File: src/hw/rtl/line_segment_rasterizer_unit_defines.svh
// Assertion macros for the line segment rasterizer unit.
// Included by the modules that carry concurrent checks; expects clk and rst_n in scope.
`ifndef LINE_SEGMENT_RASTERIZER_UNIT_DEFINES_SVH
`define LINE_SEGMENT_RASTERIZER_UNIT_DEFINES_SVH

// Check a same-cycle implication outside reset
`define LSR_CHECK_IMP(label, ante, cons, msg) \
    label: assert property (@(posedge clk) disable iff (!rst_n) (ante) |-> (cons)) \
        else $error(msg);

// Check a next-cycle implication outside reset
`define LSR_CHECK_NEXT(label, ante, cons, msg) \
    label: assert property (@(posedge clk) disable iff (!rst_n) (ante) |=> (cons)) \
        else $error(msg);

`endif

File: src/hw/rtl/lsr_pkg.sv
// Shared types and constants for the line segment rasterizer unit.
// No dependencies; used by lsr_ctrl, lsr_dpath and the top level.
package lsr_pkg;

    // Operation codes of an input word
    localparam logic OP_LOAD = 1'b0;
    localparam logic OP_STEP = 1'b1;

    // Configuration register indexes
    localparam logic [1:0] CFG_SCREEN_WIDTH    = 2'd0;
    localparam logic [1:0] CFG_SCREEN_HEIGHT   = 2'd1;
    localparam logic [1:0] CFG_ROW_PITCH       = 2'd2;
    localparam logic [1:0] CFG_BYTES_PER_PIXEL = 2'd3;

    // Configuration reset values
    localparam logic [14:0] RST_SCREEN_WIDTH    = 15'd640;
    localparam logic [14:0] RST_SCREEN_HEIGHT   = 15'd480;
    localparam logic [15:0] RST_ROW_PITCH       = 16'd2560;
    localparam logic [2:0]  RST_BYTES_PER_PIXEL = 3'd4;

    // Span width and divider step count (one quotient bit per step)
    localparam int SPAN_W    = 17;
    localparam int DIV_STEPS = SPAN_W;
    localparam int CNT_W     = $clog2(DIV_STEPS);

    typedef struct packed {
        logic               operation;
        logic signed [15:0] start_x;
        logic signed [15:0] start_y;
        logic [15:0]        end_x;
        logic [15:0]        end_y;
        logic [31:0]        pixel_value;
    } in_word_t;

    typedef struct packed {
        logic [15:0] pixel_x;
        logic [15:0] pixel_y;
        logic [31:0] byte_offset;
        logic        write_enable;
        logic [31:0] colour_out;
        logic        last_pixel;
    } out_word_t;

    typedef struct packed {
        logic [14:0] screen_width;
        logic [14:0] screen_height;
        logic [15:0] row_pitch;
        logic [2:0]  bytes_per_pixel;
    } cfg_t;

    // Controller to datapath
    typedef struct packed {
        logic load;
        logic mul;
        logic div_step;
        logic coord;
        logic scale;
        logic write;
    } cmd_t;

    // Datapath to controller
    typedef struct packed {
        logic seg_active;
        logic div_last;
        logic out_free;
    } status_t;

endpackage

File: src/hw/rtl/lsr_ctrl.sv
// Sequencer for the line segment rasterizer: accepts words and steps the datapath.
// Depends on lsr_pkg and line_segment_rasterizer_unit_defines.svh.
`include "line_segment_rasterizer_unit_defines.svh"

module lsr_ctrl (
    input  logic              clk,
    input  logic              rst_n,
    input  logic              in_valid,
    input  logic              in_op,
    output logic              in_ready,
    input  lsr_pkg::status_t  sts,
    output lsr_pkg::cmd_t     cmd
);

    typedef enum logic [5:0] {
        S_IDLE  = 6'b000001,
        S_MUL   = 6'b000010,
        S_DIV   = 6'b000100,
        S_COORD = 6'b001000,
        S_SCALE = 6'b010000,
        S_WRITE = 6'b100000
    } state_t;

    state_t state_reg;
    state_t state_next;
    logic   accept;

    assign in_ready = (state_reg == S_IDLE);
    assign accept   = in_valid && in_ready;

    // Sequence one word
    always_comb
    begin
        state_next   = state_reg;
        cmd          = '0;
        unique case (state_reg)
            S_IDLE:
            begin
                if (accept)
                begin
                    if (in_op == lsr_pkg::OP_LOAD)
                    begin
                        cmd.load = 1'b1;
                    end
                    else if (sts.seg_active)
                    begin
                        state_next = S_MUL;
                    end
                    else
                    begin
                        state_next = S_WRITE;
                    end
                end
            end
            S_MUL:
            begin
                cmd.mul    = 1'b1;
                state_next = S_DIV;
            end
            S_DIV:
            begin
                cmd.div_step = 1'b1;
                if (sts.div_last)
                begin
                    state_next = S_COORD;
                end
            end
            S_COORD:
            begin
                cmd.coord  = 1'b1;
                state_next = S_SCALE;
            end
            S_SCALE:
            begin
                cmd.scale  = 1'b1;
                state_next = S_WRITE;
            end
            S_WRITE:
            begin
                // Hold until the output register can take the word
                if (sts.out_free)
                begin
                    cmd.write  = 1'b1;
                    state_next = S_IDLE;
                end
            end
            default:
            begin
                state_next = S_IDLE;
            end
        endcase
    end

    // Advance state
    always_ff @(posedge clk or negedge rst_n)
    begin
        if (!rst_n)
        begin
            state_reg <= S_IDLE;
        end
        else
        begin
            state_reg <= state_next;
        end
    end

    `LSR_CHECK_NEXT(a_div_exit, (state_reg == S_DIV) && sts.div_last, state_reg == S_COORD, "divider did not hand over to coordinate stage")
    `LSR_CHECK_NEXT(a_idle_step, accept && (in_op == lsr_pkg::OP_STEP) && !sts.seg_active, state_reg == S_WRITE, "idle step did not go straight to write")
    `LSR_CHECK_NEXT(a_write_hold, (state_reg == S_WRITE) && !sts.out_free, state_reg == S_WRITE, "left write state while output was blocked")

endmodule

File: src/hw/rtl/lsr_dpath.sv
// Datapath of the line segment rasterizer: segment state, multiplier, serial divider,
// coordinate and offset stages, output register. Depends on lsr_pkg and the defines header.
`include "line_segment_rasterizer_unit_defines.svh"

module lsr_dpath #(
    parameter int COORD_WIDTH = 16
) (
    input  logic               clk,
    input  logic               rst_n,
    input  lsr_pkg::in_word_t  in_word,
    input  lsr_pkg::cfg_t      cfg,
    input  lsr_pkg::cmd_t      cmd,
    output lsr_pkg::status_t   sts,
    output logic               out_valid,
    input  logic               out_ready,
    output lsr_pkg::out_word_t out_word
);

    localparam int CW = COORD_WIDTH;
    localparam int SW = lsr_pkg::SPAN_W;

    // Segment state
    logic          active_reg;
    logic [SW-1:0] index_reg;
    logic [SW-1:0] total_reg;
    logic [CW-1:0] origin_x_reg;
    logic [CW-1:0] origin_y_reg;
    logic [SW-1:0] minor_mag_reg;
    logic          minor_neg_reg;
    logic          axis_y_reg;
    logic          dir_neg_reg;
    logic [31:0]   colour_reg;

    // Divider state
    logic [SW-1:0]               rem_reg;
    logic [SW-1:0]               lo_reg;
    logic [SW-1:0]               quot_reg;
    logic [lsr_pkg::CNT_W-1:0]   cnt_reg;

    // Coordinate and offset stages
    logic [CW-1:0] ux_reg;
    logic [CW-1:0] uy_reg;
    logic [31:0]   prod_y_reg;
    logic [18:0]   prod_x_reg;
    logic          on_screen_reg;

    // Output register
    logic               out_valid_reg;
    lsr_pkg::out_word_t out_word_reg;

    // Load decode
    logic signed [SW:0] dx;
    logic signed [SW:0] dy;
    logic [SW-1:0]      adx;
    logic [SW-1:0]      ady;
    logic               major_y;

    assign dx  = $signed({2'b00, in_word.end_x})
               - $signed({{2{in_word.start_x[15]}}, in_word.start_x});
    assign dy  = $signed({2'b00, in_word.end_y})
               - $signed({{2{in_word.start_y[15]}}, in_word.start_y});
    assign adx = dx[SW] ? SW'(-dx) : dx[SW-1:0];
    assign ady = dy[SW] ? SW'(-dy) : dy[SW-1:0];
    assign major_y = (ady > adx);

    // Minor magnitude times index
    logic [2*SW-1:0] prod;
    assign prod = {{SW{1'b0}}, minor_mag_reg} * {{SW{1'b0}}, index_reg};

    // Restoring divide step
    logic [SW:0]   trial;
    logic          ge;
    logic [SW-1:0] rem_next;
    assign trial    = {rem_reg, lo_reg[SW-1]};
    assign ge       = (trial >= {1'b0, total_reg});
    assign rem_next = ge ? SW'(trial - {1'b0, total_reg}) : trial[SW-1:0];

    // Coordinates, wrapped to the coordinate width
    logic [CW-1:0] off_cw;
    logic [CW-1:0] minor_cw;
    logic [CW-1:0] idx_cw;
    logic [CW-1:0] major_org;
    logic [CW-1:0] minor_org;
    logic [CW-1:0] major_cw;
    logic [CW-1:0] minor_c;

    assign off_cw    = (total_reg == '0) ? '0 : quot_reg[CW-1:0];
    assign minor_cw  = minor_neg_reg ? ({CW{1'b0}} - off_cw) : off_cw;
    assign idx_cw    = index_reg[CW-1:0];
    assign major_org = axis_y_reg ? origin_y_reg : origin_x_reg;
    assign minor_org = axis_y_reg ? origin_x_reg : origin_y_reg;
    assign major_cw  = dir_neg_reg ? (major_org - idx_cw) : (major_org + idx_cw);
    assign minor_c   = minor_org + minor_cw;

    logic [15:0] ux16;
    logic [15:0] uy16;
    assign ux16 = 16'(ux_reg);
    assign uy16 = 16'(uy_reg);

    logic last;
    assign last = (index_reg >= total_reg);

    // Latch a segment, step the index
    always_ff @(posedge clk or negedge rst_n)
    begin
        if (!rst_n)
        begin
            active_reg <= 1'b0;
            index_reg  <= '0;
            total_reg  <= '0;
        end
        else if (cmd.load)
        begin
            active_reg <= 1'b1;
            index_reg  <= '0;
            total_reg  <= major_y ? ady : adx;
        end
        else if (cmd.write && active_reg)
        begin
            if (last)
            begin
                active_reg <= 1'b0;
            end
            else
            begin
                index_reg <= index_reg + 1'b1;
            end
        end
    end

    // Hold segment geometry and colour
    always_ff @(posedge clk)
    begin
        if (cmd.load)
        begin
            origin_x_reg  <= in_word.start_x[CW-1:0];
            origin_y_reg  <= in_word.start_y[CW-1:0];
            axis_y_reg    <= major_y;
            colour_reg    <= in_word.pixel_value;
            if (major_y)
            begin
                minor_mag_reg <= adx;
                minor_neg_reg <= dx[SW];
                dir_neg_reg   <= dy[SW];
            end
            else
            begin
                minor_mag_reg <= ady;
                minor_neg_reg <= dy[SW];
                dir_neg_reg   <= dx[SW];
            end
        end
    end

    // Multiply, then one quotient bit per cycle
    always_ff @(posedge clk or negedge rst_n)
    begin
        if (!rst_n)
        begin
            cnt_reg <= '0;
        end
        else if (cmd.mul)
        begin
            cnt_reg <= '0;
        end
        else if (cmd.div_step)
        begin
            cnt_reg <= cnt_reg + 1'b1;
        end
    end

    always_ff @(posedge clk)
    begin
        if (cmd.mul)
        begin
            rem_reg  <= prod[2*SW-1:SW];
            lo_reg   <= prod[SW-1:0];
            quot_reg <= '0;
        end
        else if (cmd.div_step)
        begin
            rem_reg  <= rem_next;
            lo_reg   <= {lo_reg[SW-2:0], 1'b0};
            quot_reg <= {quot_reg[SW-2:0], ge};
        end
    end

    assign sts.div_last = (cnt_reg == lsr_pkg::CNT_W'(lsr_pkg::DIV_STEPS - 1));

    // Place the pixel, then scale for the offset
    always_ff @(posedge clk)
    begin
        if (cmd.coord)
        begin
            ux_reg <= axis_y_reg ? minor_c : major_cw;
            uy_reg <= axis_y_reg ? major_cw : minor_c;
        end
        if (cmd.scale)
        begin
            prod_y_reg    <= {16'd0, uy16} * {16'd0, cfg.row_pitch};
            prod_x_reg    <= {3'd0, ux16} * {16'd0, cfg.bytes_per_pixel};
            on_screen_reg <= (ux16 < {1'b0, cfg.screen_width}) &&
                             (uy16 < {1'b0, cfg.screen_height});
        end
    end

    // Output register: load on write, drop on take
    always_ff @(posedge clk or negedge rst_n)
    begin
        if (!rst_n)
        begin
            out_valid_reg <= 1'b0;
        end
        else if (cmd.write)
        begin
            out_valid_reg <= 1'b1;
        end
        else if (out_ready)
        begin
            out_valid_reg <= 1'b0;
        end
    end

    always_ff @(posedge clk)
    begin
        if (cmd.write)
        begin
            if (active_reg)
            begin
                out_word_reg.pixel_x      <= ux16;
                out_word_reg.pixel_y      <= uy16;
                out_word_reg.byte_offset  <= prod_y_reg + 32'(prod_x_reg);
                out_word_reg.write_enable <= on_screen_reg;
                out_word_reg.colour_out   <= colour_reg;
                out_word_reg.last_pixel   <= last;
            end
            else
            begin
                out_word_reg            <= '0;
                out_word_reg.last_pixel <= 1'b1;
            end
        end
    end

    assign out_valid      = out_valid_reg;
    assign out_word       = out_word_reg;
    assign sts.seg_active = active_reg;
    assign sts.out_free   = !out_valid_reg || out_ready;

    `LSR_CHECK_IMP(a_index_bound, active_reg, index_reg <= total_reg,
                   "step index ran past the span")
    `LSR_CHECK_IMP(a_quot_bound, cmd.coord && (total_reg != '0), quot_reg <= minor_mag_reg,
                   "minor offset exceeds minor delta")
    `LSR_CHECK_NEXT(a_last_ends, cmd.write && active_reg && (index_reg >= total_reg),
                    !active_reg, "segment stayed active after its last pixel")

endmodule

File: src/hw/rtl/line_segment_rasterizer_unit.sv
// Top level of the line segment rasterizer: configuration registers, sequencer, datapath.
// Depends on lsr_pkg, lsr_ctrl and lsr_dpath.
//
// Usage:
//   in_valid/in_ready carry input words. A load word (operation 0) latches both
//   endpoints and the colour and yields no output; a step word (operation 1)
//   yields one pixel word on out_valid/out_ready.
//   Sequence: a load is handled in the idle state. A step on an active segment
//   passes the multiply, the divider (one quotient bit per step, the step count
//   set by the 17-bit span), the coordinate, the offset scale and the write
//   state before it reaches the output register; the next word is accepted once
//   the write is done. A step with no active segment goes straight from idle to
//   the write state. A new word is accepted while a finished pixel still sits in
//   the output register; a step then waits in its write cycle until the receiver
//   takes it. Configuration is written through cfg_we/cfg_index/cfg_data; the
//   user must write it only while idle, as the block does not enforce this.
//   Reset loads a 640x480 screen, 2560-byte pitch, 4 bytes per pixel, and
//   leaves no segment active with the output register empty.

module line_segment_rasterizer_unit #(
    parameter int COORD_WIDTH = 16
) (
    input  logic               clk,
    input  logic               rst_n,
    input  logic               in_valid,
    output logic               in_ready,
    input  lsr_pkg::in_word_t  in_word,
    output logic               out_valid,
    input  logic               out_ready,
    output lsr_pkg::out_word_t out_word,
    input  logic               cfg_we,
    input  logic [1:0]         cfg_index,
    input  logic [15:0]        cfg_data
);

    lsr_pkg::cfg_t    cfg_reg;
    lsr_pkg::cmd_t    cmd;
    lsr_pkg::status_t sts;

    // Write configuration registers
    always_ff @(posedge clk or negedge rst_n)
    begin
        if (!rst_n)
        begin
            cfg_reg.screen_width    <= lsr_pkg::RST_SCREEN_WIDTH;
            cfg_reg.screen_height   <= lsr_pkg::RST_SCREEN_HEIGHT;
            cfg_reg.row_pitch       <= lsr_pkg::RST_ROW_PITCH;
            cfg_reg.bytes_per_pixel <= lsr_pkg::RST_BYTES_PER_PIXEL;
        end
        else if (cfg_we)
        begin
            unique case (cfg_index)
                lsr_pkg::CFG_SCREEN_WIDTH:    cfg_reg.screen_width    <= cfg_data[14:0];
                lsr_pkg::CFG_SCREEN_HEIGHT:   cfg_reg.screen_height   <= cfg_data[14:0];
                lsr_pkg::CFG_ROW_PITCH:       cfg_reg.row_pitch       <= cfg_data;
                lsr_pkg::CFG_BYTES_PER_PIXEL: cfg_reg.bytes_per_pixel <= cfg_data[2:0];
                default:
                begin
                end
            endcase
        end
    end

    lsr_ctrl u_ctrl (
        .clk      (clk),
        .rst_n    (rst_n),
        .in_valid (in_valid),
        .in_op    (in_word.operation),
        .in_ready (in_ready),
        .sts      (sts),
        .cmd      (cmd)
    );

    lsr_dpath #(
        .COORD_WIDTH (COORD_WIDTH)
    ) u_dpath (
        .clk       (clk),
        .rst_n     (rst_n),
        .in_word   (in_word),
        .cfg       (cfg_reg),
        .cmd       (cmd),
        .sts       (sts),
        .out_valid (out_valid),
        .out_ready (out_ready),
        .out_word  (out_word)
    );

endmodule
File: config.mk
export PLATFORM = sky130hd
export DESIGN_NAME = line_segment_rasterizer_unit
export DESIGN_NICKNAME = d
export VERILOG_FILES = /design/src/hw/rtl/lsr_pkg.sv /design/src/hw/rtl/lsr_ctrl.sv /design/src/hw/rtl/lsr_dpath.sv /design/src/hw/rtl/line_segment_rasterizer_unit.sv
export VERILOG_INCLUDE_DIRS = /design/src /design/src/hw/rtl
export SDC_FILE = /design/constraint.sdc
export NUM_CORES = 2
export LEC_CHECK = 0
export BUFFER_PORTS_ARGS = -buffer_cell sky130_fd_sc_hd__buf_2
export CAP_MARGIN = 0
export CORE_UTILIZATION = 55
export CTS_CLUSTER_DIAMETER = 40
export DETAILED_ROUTE_END_ITERATION = 16
export PLACE_DENSITY = 0.83
export SLEW_MARGIN = 5
export SYNTH_ARGS = -nofsm -noshare
export SYNTH_HDL_FRONTEND = slang
export SYNTH_SLANG_ARGS = --single-unit
File: constraint.sdc
create_clock -name clk -period 14.7 [get_ports clk]
set_input_delay 4.41 -clock clk [delete_from_list [all_inputs] [get_ports clk]]
set_output_delay 4.41 -clock clk [all_outputs]
set_load 0.02 [all_outputs]
==> results.json <==
{
  "core_um2": 76300,
  "syn-cell-area_um2": 42700,
  "finClkSkew_ns": 0.0314,
  "drt_pre_antenna_iters": 6,
  "pre_cts_ws_ns": 4.54,
  "grt_start_max_net_pins": 95,
  "vdd_drop_max_mv": 0.377,
  "reg2regPathDepth": 21,
  "vias_per_cell": 5.68,
  "clk_latency_ns": 0.62,
  "fin_nets": 5557,
  "final_common_cell": "inv_1",
  "ys_seq_elements": 412,
  "port_buffers": 219,
  "gpl.final_weighted_congestion": 0.930,
  "die-area_um2": 78700,
  "slew_headroom_pct": 22.6,
  "ys_async_sr_fraction_pct": 23.3,
  "period_needed_ns": 9.67,
  "syn_inst": 4437,
  "grt_pass1_vias": 33000,
  "slew_viol_final": 0,
  "leakagePower_nw": 22.1,
  "die_h_um": 281,
  "ctsLongestPathBuffers": 3,
  "synth_edf_count": 300,
  "cap_violations": 0,
  "reg2reg_from": "u_dpath.index_reg[4]",
  "hold_path_class": "flop to flop",
  "grtUsageMet2_pct": 47.3,
  "rsz0062_at_grt": "no",
  "grt_pass1_wl_um": 172000,
  "met3_usage_pct": 4.78,
  "finalHoldViolCount": 0,
  "setup_viol": 0,
  "fin_crit_sh_pct": 65.8,
  "io_pins": 220,
  "postRouteWirelength_um": 108000,
  "die_width_um": 281,
  "fin_ws_ns": 5.03,
  "gr-max-usage-layer": "met2",
  "avgSynthCellArea_um2": 9.62,
  "ys.flop_type": "edfxtp_1",
  "r2r_slack_ns": 7.12,
  "setup.worst_path.class": "primary input to flop",
  "final_cell_mix": "680 x inv_1, 562 x nand2_1, 439 x fa_1",
  "drcViolationCount": 0,
  "worstHoldStart": "u_dpath.total_reg[13]",
  "area_growth_pct": 10.4,
  "cts_setup_buffers": 0,
  "drt_iter0_drc": 2342,
  "outcome": "finished clean",
  "cts_hold_buf": 0,
  "clk_pin_slew_worst_paths_ns": 0.05,
  "dp_hpwl_um": 81900,
  "drive_above_1_share_pct": 10.8,
  "start_util_pct": 55.9,
  "min_path_cells": 2,
  "p_per_area_nw_per_um2": 220,
  "antenna_left": 0,
  "start_kind": "primary input",
  "critPathMaxFanout": 35,
  "worstPathArrival_ns": 9.98,
  "fin_tns_setup_ns": 0,
  "synth.lib_cells_used.distinct": 89,
  "cts_buffers": 71,
  "yosysSeqAreaShare_pct": 27.5,
  "fmax_mhz": 103,
  "htreeDepth": 3,
  "track_usage_pct": 27.9,
  "r2r-end": "u_dpath.rem_reg[15]",
  "yosys_warnings": 0,
  "overflow": 0,
  "wl_per_cell_um": 18.9,
  "clock_sinks": 412,
  "antenna_found_initial": 6,
  "worst_hold_slack_ns": 0.487,
  "required_ns": 15.01,
  "syn_nets": 5395,
  "grt_use_met1_pct": 35.0,
  "std_cell_rows": 101,
  "clockRootBuffer": "clkbuf_16",
  "hold_end": "u_dpath.total_reg[13]",
  "largest_register_ffs": 98,
  "cts_resized": 0,
  "vias": 32300,
  "worstMarginPinSlew_ns": 1.15,
  "endpoint_kind": "flop",
  "cts_tree": "yes"
}
power breakdown:
| part | switching, mW | internal [mW] |
|---|---|---|
| Clock | 0.634 | 0.993 |
| Sequential | 0.210 | 1.77 |
| Combinational | 3.84 | 2.90 |
| Total | 4.68 | 5.66 |
per-stage QoR:
step	instances	cell area, µm²	total power, mW	utilization [%]
finish	5690	47100	10.3	61.7
global route	5686	47100	11.2	61.7
CTS	5686	47100	10.3	61.7
detailed placement	5556	44700	8.56	58.5
global placement	5556	44700	8.39	58.5
floorplan	4437	42700	7.08	-
synth_stat cells, types with 8 or more instances:
cell type,instances,area share [%]
a211oi_1,17,0.30
a21o_1,53,0.93
a21oi_1,186,2.2
a22o_1,16,0.33
a31oi_1,20,0.29
and2_1,340,5.0
and3_1,20,0.29
buf_1,8,0.070
clkbuf_1,144,1.3
dfrtp_1,86,5.0
dfstp_2,10,0.62
dfxtp_1,16,0.75
edfxtp_1,300,21
fa_1,439,21
ha_1,399,12
inv_1,682,6.0
mux2_2,79,2.1
mux2i_1,41,0.96
nand2_1,562,4.9
nand2b_1,36,0.53
nand3_1,63,0.74
nand3b_1,8,0.14
nand4_1,17,0.25
nor2_1,186,1.6
nor2b_1,26,0.38
nor3_1,55,0.65
nor3b_1,11,0.19
nor4_1,12,0.18
o211ai_1,19,0.33
o21a_1,25,0.44
o21ai_0,145,1.7
o21ai_1,9,0.11
o21bai_1,13,0.23
o31ai_1,17,0.30
or2_2,9,0.13
or3_1,24,0.35
xnor2_1,143,2.9
xor2_1,70,1.4
worst max-delay path by stage:
stage,endpoint,from,depth (start not counted)
4_1_cts,u_dpath.minor_mag_reg[6],in_word[88],22
3_5_place_dp,u_dpath.total_reg[13],in_word[88],22
6_report,u_dpath.minor_mag_reg[6],in_word[88],22
5_1_grt,u_dpath.total_reg[2],in_word[88],23
2_1_floorplan,u_dpath.minor_mag_reg[2],in_word[48],21
3_3_place_gp,u_dpath.total_reg[13],in_word[88],22
critical path, stage by stage:
cell	delay, ns
buf_2	0.09
inv_1	0.04
ha_1	0.35
a21o_1	0.22
nand2_1	0.20
or3b_1	0.40
o2111a_1	0.25
a211oi_2	0.88
o21ai_0	0.30
xnor2_1	0.32
inv_1	0.10
ha_1	0.32
nand3_1	0.08
nor2_1	0.06
a211oi_1	0.27
a211oi_1	0.11
or4b_1	0.57
nand2_1	0.08
buf_4	0.31
inv_2	0.32
nor2_1	0.20
a21oi_1	0.07
area by class of cell:
| class | count | area (µm²) |
|---|---|---|
| Fill cell | 6089 | 29200 |
| Clock inverter | 45 | 429 |
| Timing Repair Buffer | 246 | 1300 |
| Multi-Input combinational cell | 3184 | 27800 |
| Tap cell | 1030 | 1290 |
| Clock buffer | 85 | 1950 |
| Antenna cell | 4 | 10.0 |
| Inverter | 684 | 2570 |
| Sequential cell | 412 | 11700 |
cell families after synthesis:
kind of cell,Yosys count,share of synthesized area (%)
AND/OR/NAND/NOR,1392,15.9
AO/OA/AOI/OAI,619,9.37
XOR/XNOR,215,4.45
multiplexers,120,3.05
adder cells (fa/ha/maj),838,32.3
flip-flops,412,27.5
buffers and inverters,841,7.41
metal layers:
metal | wire length (µm) | part of all wire, % | vias up
li1 | - | - | 14900
met1 | 42100 | 39 | 15800
met2 | 52100 | 48 | 1349
met3 | 8890 | 8.3 | 254
met4 | 4560 | 4.2 | 4
met5 | 34 | 0.032 | -
Note: power is estimated with default switching activity, not from simulation.
